## config.mk

```make
export PLATFORM = sky130hd
export DESIGN_NAME = calendar_to_microsecond_stamp
export DESIGN_NICKNAME = d
export VERILOG_FILES = /design/src/rtl/c2us_pkg.sv /design/src/rtl/calendar_to_microsecond_stamp.sv
export SDC_FILE = /design/constraint.sdc
export NUM_CORES = 1
export LEC_CHECK = 0
export ABC_AREA = 0
export BUFFER_PORTS_ARGS = -buffer_cell sky130_fd_sc_hd__buf_2
export CAP_MARGIN = 40
export CORE_MARGIN = 4
export CORE_UTILIZATION = 50
export DETAILED_ROUTE_END_ITERATION = 16
export GPL_TIMING_DRIVEN = 0
export MAX_ROUTING_LAYER = met4
export PLACE_DENSITY_LB_ADDON = 0.15
export SLEW_MARGIN = 10
export SYNTH_ARGS = -nofsm -noshare
export SYNTH_HDL_FRONTEND = slang
export SYNTH_SLANG_ARGS = --single-unit
```

## constraint.sdc

```tcl
create_clock -name clk -period 4.7 [get_ports clk]
set_input_delay 1.175 -clock clk [delete_from_list [all_inputs] [get_ports clk]]
set_output_delay 1.175 -clock clk [all_outputs]
set_load 0.01 [all_outputs]
```

## src/rtl/c2us_pkg.sv

```systemverilog
// Shared types, constants and tables for the calendar to microsecond stamp converter.
package c2us_pkg;

	typedef struct packed {
		logic [11:0] year;
		logic [3:0]  month;
		logic [4:0]  day;
		logic [4:0]  hour;
		logic [5:0]  minute;
		logic [5:0]  second;
		logic [19:0] microsecond;
	} c2us_in_t;

	typedef struct packed {
		logic [51:0] stamp_us;
		logic        out_of_range;
	} c2us_out_t;

	localparam logic [11:0] BASE_YEAR  = 12'd2015;
	localparam logic [6:0]  BASE_C100  = 7'd15;
	localparam logic [8:0]  BASE_C400  = 9'd15;
	localparam logic [6:0]  C100_LAST  = 7'd99;
	localparam logic [8:0]  C400_LAST  = 9'd399;

	localparam logic [1:0]  STEP_HOUR   = 2'd0;
	localparam logic [1:0]  STEP_MINUTE = 2'd1;
	localparam logic [1:0]  STEP_SECOND = 2'd2;
	localparam logic [1:0]  STEP_USEC   = 2'd3;

	function automatic logic [4:0] month_len(input logic [3:0] m);
		case (m)
			4'd1, 4'd3, 4'd5, 4'd7, 4'd8, 4'd10, 4'd12: month_len = 5'd31;
			4'd4, 4'd6, 4'd9, 4'd11:                     month_len = 5'd30;
			4'd2:                                        month_len = 5'd28;
			default:                                     month_len = 5'd0;
		endcase
	endfunction

	// Multiplier constant applied to the running total before each field is added.
	function automatic logic [19:0] step_k(input logic [1:0] s);
		case (s)
			STEP_HOUR:   step_k = 20'd24;
			STEP_MINUTE: step_k = 20'd60;
			STEP_SECOND: step_k = 20'd60;
			STEP_USEC:   step_k = 20'd1000000;
			default:     step_k = 20'd0;
		endcase
	endfunction

	// Index of the top set bit of the step constant.
	function automatic logic [4:0] step_top(input logic [1:0] s);
		case (s)
			STEP_HOUR:   step_top = 5'd4;
			STEP_MINUTE: step_top = 5'd5;
			STEP_SECOND: step_top = 5'd5;
			STEP_USEC:   step_top = 5'd19;
			default:     step_top = 5'd0;
		endcase
	endfunction

endpackage

```

## src/rtl/calendar_to_microsecond_stamp.sv

```systemverilog
// Top level of the calendar to microsecond stamp converter with its shared adder and sequencer.
//
//   channel | direction | handshake            | payload
//   req     | in        | req_valid/req_ready  | c2us_in_t  (date and time of day)
//   rsp     | out       | rsp_valid/rsp_ready  | c2us_out_t (stamp and range flag)
//
// A valid request is converted by the one 52-bit adder, which walks the years, walks the
// months and then forms the time of day by bit-serial shift-and-add; a flagged request
// goes straight to the result register.
// The block is ready again on the same clock edge that loads the result register.
// Reset is asynchronous and leaves the block idle with no result pending.
// A finished result waits in its register while the next request is accepted.
module calendar_to_microsecond_stamp #(
	parameter int YEAR_SPAN = 128
) (
	input  logic                clk,
	input  logic                arst_n,
	input  logic                req_valid,
	output logic                req_ready,
	input  c2us_pkg::c2us_in_t  req,
	output logic                rsp_valid,
	input  logic                rsp_ready,
	output c2us_pkg::c2us_out_t rsp
);
	import c2us_pkg::*;

	localparam logic [12:0] YEAR_LAST = 13'(2015 + YEAR_SPAN - 1);

	localparam logic [2:0] ST_IDLE   = 3'd0;
	localparam logic [2:0] ST_YEARS  = 3'd1;
	localparam logic [2:0] ST_MONTHS = 3'd2;
	localparam logic [2:0] ST_MUL    = 3'd3;
	localparam logic [2:0] ST_ADD    = 3'd4;
	localparam logic [2:0] ST_FIN    = 3'd5;

	logic [2:0]  state_q;
	c2us_in_t    f_q;
	logic        bad_q;
	logic [51:0] acc_q;
	logic [51:0] prod_q;
	logic [11:0] yr_q;
	logic [6:0]  c100_q;
	logic [8:0]  c400_q;
	logic [3:0]  mon_q;
	logic [1:0]  step_q;
	logic [4:0]  bit_q;
	c2us_out_t   rsp_q;
	logic        rsp_valid_q;

	logic        bad_in;
	logic        leap;
	logic [19:0] k_cur;
	logic [51:0] add_a;
	logic [51:0] add_b;
	logic [51:0] sum;
	logic        take;

	assign bad_in = ({1'b0, req.year} < {1'b0, BASE_YEAR}) || ({1'b0, req.year} > YEAR_LAST)
		|| (req.month < 4'd1) || (req.month > 4'd12)
		|| (req.day < 5'd1)
		|| (req.hour > 5'd23) || (req.minute > 6'd59) || (req.second > 6'd59)
		|| (req.microsecond > 20'd999999);

	assign leap  = ((yr_q[1:0] == 2'd0) && (c100_q != 7'd0)) || (c400_q == 9'd0);
	assign k_cur = step_k(step_q);

	always_comb begin
		add_a = acc_q;
		add_b = '0;
		case (state_q)
			ST_YEARS: begin
				add_b = leap ? 52'd366 : 52'd365;
			end
			ST_MONTHS: begin
				if (mon_q == f_q.month) begin
					add_b = 52'(f_q.day - 5'd1);
				end else begin
					add_b = 52'(month_len(mon_q))
						+ 52'((mon_q == 4'd2 && leap) ? 1'b1 : 1'b0);
				end
			end
			ST_MUL: begin
				add_a = {prod_q[50:0], 1'b0};
				add_b = k_cur[bit_q] ? acc_q : '0;
			end
			ST_ADD: begin
				add_a = prod_q;
				case (step_q)
					STEP_HOUR:   add_b = 52'(f_q.hour);
					STEP_MINUTE: add_b = 52'(f_q.minute);
					STEP_SECOND: add_b = 52'(f_q.second);
					default:     add_b = 52'(f_q.microsecond);
				endcase
			end
			default: begin
				add_b = '0;
			end
		endcase
	end

	assign sum  = add_a + add_b;
	assign take = rsp_valid_q && rsp_ready;

	assign req_ready = (state_q == ST_IDLE);
	assign rsp_valid = rsp_valid_q;
	assign rsp       = rsp_q;

	always_ff @(posedge clk or negedge arst_n) begin
		if (!arst_n) begin
			state_q     <= ST_IDLE;
			rsp_valid_q <= 1'b0;
		end else begin
			if (state_q == ST_FIN && (!rsp_valid_q || rsp_ready)) begin
				rsp_valid_q <= 1'b1;
			end else if (take) begin
				rsp_valid_q <= 1'b0;
			end
			case (state_q)
				ST_IDLE: begin
					if (req_valid) begin
						state_q <= bad_in ? ST_FIN : ST_YEARS;
					end
				end
				ST_YEARS: begin
					if (yr_q == f_q.year) begin
						state_q <= ST_MONTHS;
					end
				end
				ST_MONTHS: begin
					if (mon_q == f_q.month) begin
						state_q <= ST_MUL;
					end
				end
				ST_MUL: begin
					if (bit_q == 5'd0) begin
						state_q <= ST_ADD;
					end
				end
				ST_ADD: begin
					state_q <= (step_q == STEP_USEC) ? ST_FIN : ST_MUL;
				end
				ST_FIN: begin
					if (!rsp_valid_q || rsp_ready) begin
						state_q <= ST_IDLE;
					end
				end
				default: begin
					state_q <= ST_IDLE;
				end
			endcase
		end
	end

	always_ff @(posedge clk) begin
		case (state_q)
			ST_IDLE: begin
				if (req_valid) begin
					f_q    <= req;
					bad_q  <= bad_in;
					acc_q  <= '0;
					yr_q   <= BASE_YEAR;
					c100_q <= BASE_C100;
					c400_q <= BASE_C400;
					mon_q  <= 4'd1;
				end
			end
			ST_YEARS: begin
				if (yr_q != f_q.year) begin
					acc_q  <= sum;
					yr_q   <= yr_q + 12'd1;
					c100_q <= (c100_q == C100_LAST) ? 7'd0 : c100_q + 7'd1;
					c400_q <= (c400_q == C400_LAST) ? 9'd0 : c400_q + 9'd1;
				end
			end
			ST_MONTHS: begin
				acc_q <= sum;
				mon_q <= mon_q + 4'd1;
				if (mon_q == f_q.month) begin
					step_q <= STEP_HOUR;
					bit_q  <= step_top(STEP_HOUR);
					prod_q <= '0;
				end
			end
			ST_MUL: begin
				prod_q <= sum;
				if (bit_q != 5'd0) begin
					bit_q <= bit_q - 5'd1;
				end
			end
			ST_ADD: begin
				acc_q  <= sum;
				prod_q <= '0;
				if (step_q != STEP_USEC) begin
					step_q <= step_q + 2'd1;
					bit_q  <= step_top(step_q + 2'd1);
				end
			end
			ST_FIN: begin
				if (!rsp_valid_q || rsp_ready) begin
					rsp_q.stamp_us     <= acc_q;
					rsp_q.out_of_range <= bad_q;
				end
			end
			default: begin
				acc_q <= acc_q;
			end
		endcase
	end

endmodule

```

==> results of run 1 <==
==> worst max-delay path, delay by kind of cell (launching register included) <==
family | cells | cell delay (ps)
AO/OA/AOI/OAI | 9 | 2070
XOR/XNOR | 1 | 180
adder cells (fa/ha/maj) | 4 | 880
buffers and inverters | 1 | 40
flip-flops | 1 | 420
AND/OR/NAND/NOR | 5 | 910
==> area by class of cell <==
type / count / share of cell area
repair buffers: 170 / 0.0612
plain buffers: 56 / 0.0166
flip-flops and latches: 262 / 0.441
well taps: 384 / 0.0271
clock buffers: 36 / 0.0425
clock inverters: 14 / 0.00947
multi-input cells: 988 / 0.394
inverters: 36 / 0.00763
==> power by group <==
group | switching (uW) | internal, uW | total, uW
logic | 3710 | 2200 | 5910
registers | 548 | 3820 | 4370
clock network | 897 | 1340 | 2240
==> state kept, by name, indices dropped and copies added (netlist names), 2 cells and up, named ones only <==
register and flops:
acc_q 52, bit_q 5, c100_q 7, c400_q 9, f_q 58, mon_q 4
prod_q 52, rsp 53, state_q 3, step_q 2, yr_q 12
==> what timing repair did <==
action | CTS | global route
resized for setup | 84 | 82
pin swaps | 59 | 47
endpoints found under the setup margin | 84 | 68
buffers inserted | 34 | 15
gates cloned | 0 | 0
==> cell families (layout without fill, tap and decap cells) <==
group / after synthesis / after routing / share of synthesized area
flip-flops: 262 / 262 / 0.540
adder cells (fa/ha/maj): 72 / 72 / 0.0628
AND/OR/NAND/NOR: 476 / 476 / 0.146
AO/OA/AOI/OAI: 342 / 342 / 0.166
buffers and inverters: 95 / 312 / 0.0258
multiplexers: 5 / 5 / 0.00354
XOR/XNOR: 93 / 93 / 0.0563
==> metal layers <==
| metal | track usage | wire length, um | vias up |
|---|---|---|---|
| met4 | 0.0741 | 1290 | 0 |
| met1 | 0.321 | 16300 | 5424 |
| met2 | 0.374 | 17300 | 356 |
| li1 | - | - | 5394 |
| met5 | - | 0 | - |
| met3 | 0.0267 | 2030 | 76 |
==> worst paths after layout <==
| path | to | cells after the start | from |
|---|---|---|---|
| max reg2reg | prod_q[40] | 20 | c400_q[3] |
| min | state_q[2] | 1 | arst_n |
| max | prod_q[40] | 20 | c400_q[3] |
| min in group clk | rsp[0] | 0 | bad_q |
| min reg2reg | rsp[0] | 0 | bad_q |
| max in group asynchronous | state_q[0] | 1 | arst_n |
==> layout by cell type, fill, tap and decap left out, types with 42 or more instances in the layout <==
| cell | count |
|---|---|
| a21o_1 | 51 |
| ha_1 | 53 |
| edfxtp_1 | 255 |
| buf_2 | 120 |
| buf_4 | 48 |
| nor2_1 | 158 |
| a22oi_1 | 53 |
| nand2_1 | 180 |
| a21oi_1 | 65 |
| o21ai_0 | 42 |
| xor2_1 | 45 |
==> through the flow <==
step | TNS (ps) | hold WS (ps) | setup slack [ps] | total power [uW]
2_1_floorplan | 0 | 400 | 36.9 | 8030
3_3_place_gp | -189510 | 411 | -1540 | 9390
3_5_place_dp | -51270 | 411 | -1160 | 9550
4_1_cts | -2190 | 400 | -204 | 12200
5_1_grt | -5860 | 414 | -269 | 13400
6_report | -503 | 425 | -89.3 | 12500
==> run metrics, run 1 <==
CORE AREA=0.0286 mm^2; CP peak stage delay=420 ps; final wirelength=36.9 mm; Post-synth top cells=255 x edfxtp_1, 182 x nand2_1, 163 x nor2_1, 74 x a21oi_1, 71 x ha_1; grt ovf=0; largest cells by area after synthesis=edfxtp_1 53%, ha_1 6.1%, nand2_1 4.7%, nor2_1 4.2%, xor2_1 3.1%; clk slew on worst S/H paths=60 ps; Final Cell Area=0.0177 mm^2; Clock Sinks=262; Avg Inst Size Synth=10.8 um^2; Final Hold Fails=0; Peak VDD IR=0.000343 V; Fillers=2317; Vias=11.3k; I/O pins=117; Max-cap violations=0; H-tree lvl count=1; Clock Latency Late Sink=550 ps; vias in the first global route=11.1k; max-slew violations=0; crit path max-delay cell type=edfxtp_1; Die Span Y=178 um; DRT antenna net count=0; maximum number of pins on one net before global-route repair=61; Total GRT Usage=0.236; fin nets=1676; Non-Filler Instances=1946; Post-synth top flop=edfxtp_1; critical path fanouts, max=3; layout cells sized above 1=0.220; failing checks=negative setup slack; total die area=0.0317 mm^2; I/O Buffers=116; sequential share of the synthesized area=0.540; R2R Setup Slk=-90 ps; post-route minimum period=4790 ps; Finish-stage setup viols=12; synthesized flop and latch total=262; CTS Buf Count=28; Cell variety after synth=75; Root Driver=clkbuf_16; DRC Markers=0; worst path required time=4980 ps; Final Skew=15.9 ps; outcome=finished, violations left; final worst setup slack=-89.3 ps; # diodes=0; multi-input logic area=0.00698 mm^2; Leak=0.00708 uW; fmax=0.209 GHz; synthesized area=0.0145 mm^2; CP Class=reg2reg; drt initial violations=809; Slew @ Worst Pin=854 ps; initial core utilization=0.506; Startpoint Class=flip-flop; Post-Syn Nets=1479; Crit. End Element=flip-flop; Die Span X=178 um; dpl cells=1853; Slew Limit Headroom=0.431; Clock Tree Buf Depth=3; first-pass GRT wire length=58.3 mm; RSZ-0062 raised after global routing=yes; Syn. warnings=0; dpl cell area=0.0157 mm^2; Final Core Density=0.619; final clock period utilization by the worst path=1.02; area share of the largest cell type after synthesis=0.529; Arrival @ worst endpoint=5070 ps; Final GP Congestion=0.914; Yosys top cell by area=edfxtp_1; Syn-to-layout area delta=22.4%; standard-cell rows=62; count leader, synth=edfxtp_1; most frequent CP cell=ha_4; Cells after Synth=1345; CP Cell Sequence=nor4_2 > and3_4 > a21oi_4 > nor4b_4 > ha_2 > ha_4 > inv_2 > ha_4 > o21ai_2 > a221o_1 > ha_4 > a211o_1 > a211o_4 > a31oi_4 > o211a_4 > o31a_1 > nor2_4 > a311oi_4 > xnor2_2 > nor2_1; worst min-delay path class=in2async; via/cell ratio=5.78; number of hold buffers added after cts=0; First-pass DRT Iterations=5; Avg WL per Cell=19.0 um; PwrDens=706 mW/mm^2; Post-synth EDFFs=255; CTS tree=built; area occupied by registers=0.00782 mm^2; asr flop ratio synth=0.0153; Final HPWL DP=25.9 mm; initial antenna violation count=0
Power figures use the tool's default switching activity.
==> inputs of run 2 (changes only) <==
Settings changed: CELL_PAD_IN_SITES_DETAIL_PLACEMENT from default to 2, CELL_PAD_IN_SITES_GLOBAL_PLACEMENT from default to 2, CORE_UTILIZATION 50 to 36, MAX_ROUTING_LAYER met4 to default.
==> run 2 against run 1 <==
Net effect: the run still ends with negative setup slack left; utilization is 15 points lower; register-to-register slack got worse by 80 ps; die area grew 37%; worst setup slack worse by 82 ps; flip-flop and latch count is the same; sequential power rose by 0.9%; non-clock buffer count grew 21; clock power rose by 2%; critical endpoint is now acc_q[40]; largest cell class unchanged; largest power group unchanged; highest routed layer unchanged.
==> run metrics, run 2 (synthesis gave the netlist of run 1 again) <==
most frequent CP cell=ha_4; DRT antenna net count=0; worst min-delay path class=in2async; crit path max-delay cell type=edfxtp_1; drt initial violations=548; initial antenna violation count=1; clk slew on worst S/H paths=60 ps; Crit. End Element=flip-flop; # diodes=0; total die area=0.0435 mm^2; Syn-to-layout area delta=27.3%; WP buf/inv=1; Slew @ Worst Pin=894 ps; Worst path depth=20; fmax=0.205 GHz; Finish-stage setup viols=36; first-pass GRT wire length=73.9 mm; max-slew violations=0; Final Core Density=0.464; Peak VDD IR=0.000274 V; Non-Filler Instances=2112; standard-cell rows=73; outcome=finished, violations left; commonest non-fill, non-tap cell in the layout=edfxtp_1; First-pass DRT Iterations=6; CP Class=reg2reg; layout cells sized above 1=0.253; Vias=11.7k; number of hold buffers added after cts=0; Avg WL per Cell=23.0 um; commonest cells after routing, fill and taps aside=255 x edfxtp_1, 178 x nand2_1, 156 x nor2_1; fin nets=1699; P_int=7580 uW; max FFs per register=58; Clock Latency Late Sink=580 ps; Final HPWL DP=33.6 mm; Total GRT Usage=0.212; Net Sw Frac=0.434; DRC Markers=0; CTS tree=built; pre-CTS setup slack=-1600 ps; CP peak stage delay=440 ps; Crit path max-delay family=compound AO/OA/AOI/OAI gates; via/cell ratio=5.52; failing checks=negative setup slack; combinational power share=0.499; Final Hold Fails=0; Leak=0.00733 uW; Final GP Congestion=0.807; Root Driver=clkbuf_16; post-route minimum period=4870 ps; Startpoint Class=flip-flop; Arrival @ worst endpoint=5170 ps; register share of total power=0.330; critical path fanouts, max=4; Setup crit start=c400_q[2]; clock group share of total power=0.171; I/O pins=117; CTS Buf Count=30; Slew Limit Headroom=0.404; Die Span Y=208 um; Die Span X=208 um; Clock Tree Buf Depth=3; worst reg2reg startpoint=c400_q[2]; H-tree lvl count=1; final worst setup slack=-171 ps; RSZ-0062 raised after global routing=yes; maximum number of pins on one net before global-route repair=61; Max-cap violations=0; R2R Setup Slk=-170 ps; CP Cell Sequence=nor4_4 > and3_4 > a21oi_4 > nor4b_4 > ha_2 > ha_4 > inv_2 > ha_4 > o21ai_2 > a221o_1 > ha_4 > a211o_1 > a211o_4 > a31oi_4 > o211a_4 > o31a_1 > nor2_4 > a311oi_2 > xnor2_2 > nor2_1; initial core utilization=0.364; R2R cell count=20; vias in the first global route=12.7k; reg2reg end=acc_q[40]; PwrDens=726 mW/mm^2; final wirelength=48.7 mm; net switching power=5800 uW; grt ovf=0; worst path required time=5000 ps; final clock period utilization by the worst path=1.04; Clock Sinks=262; dpl cells=1993; Final Skew=13.8 ps; I/O Buffers=116; CORE AREA=0.0397 mm^2; largest register by flop count=f_q; CP endpoint=acc_q[40]
==> run 2: repair_timing <==
| action | CTS | global route |
|---|---|---|
| resized for setup | 139 | 95 |
| setup endpoints to repair | 90 | 75 |
| pin swaps | 86 | 47 |
| setup buffers | 47 | 28 |
==> run 2: how the worst min path moves through the flow <==
stage               startpoint    endpoint  slack [ps]
floorplan                bad_q      rsp[0]         400
global placement         bad_q      rsp[0]         440
detailed placement       bad_q      rsp[0]         420
CTS                     arst_n  state_q[1]         380
global route            arst_n  state_q[1]         380
finish                  arst_n  state_q[1]         400
==> run 2: worst register-to-register path, cell delays in order (launching register included) <==
cell	delay (ps)
edfxtp_1	440
nor4_4	290
and3_4	240
a21oi_4	60
nor4b_4	230
ha_2	260
ha_4	150
inv_2	40
ha_4	250
o21ai_2	40
a221o_1	340
ha_4	250
a211o_1	330
a211o_4	370
a31oi_4	210
o211a_4	210
o31a_1	220
nor2_4	80
a311oi_2	340
xnor2_2	180
nor2_1	60
==> run 2: cell type report <==
cell class	instances	area, um^2
Buffer	53	309
Clock buffer	36	795
Clock inverter	18	140
Fill cell	4117	21300
Inverter	36	135
Multi-Input combinational cell	988	7270
Sequential cell	262	7820
Tap cell	525	657
Timing Repair Buffer	194	1300
==> run 2: stage by stage <==
step | power [uW] | setup TNS (ps) | area [um^2] | hold WS [ps]
3_3_place_gp | 9670 | -262390 | 15700 | 441
2_1_floorplan | 8030 | 0 | 14500 | 400
4_1_cts | 12900 | -6060 | 17800 | 376
3_5_place_dp | 9990 | -89930 | 15900 | 417
5_1_grt | 14300 | -12610 | 18400 | 382
6_report | 13400 | -3180 | 18400 | 400
==> run 2: power by group through the flow <==
| stage | Clock [uW] | Sequential [uW] | Combinational (uW) |
|---|---|---|---|
| global route | 2430 | 4500 | 7330 |
| floorplan | 0 | 4270 | 3770 |
| global placement | 0 | 4500 | 5160 |
| finish | 2290 | 4410 | 6680 |
| detailed placement | 0 | 4450 | 5550 |
| CTS | 2340 | 4410 | 6140 |
==> run 2: layer usage <==
metal  track usage  up-vias  part of all wire
met2         0.369      153              0.50
met1         0.283     6017              0.45
met5             0        -                 0
met4        0.0496        0             0.023
met3        0.0256       62             0.023
li1              -     5434                 -
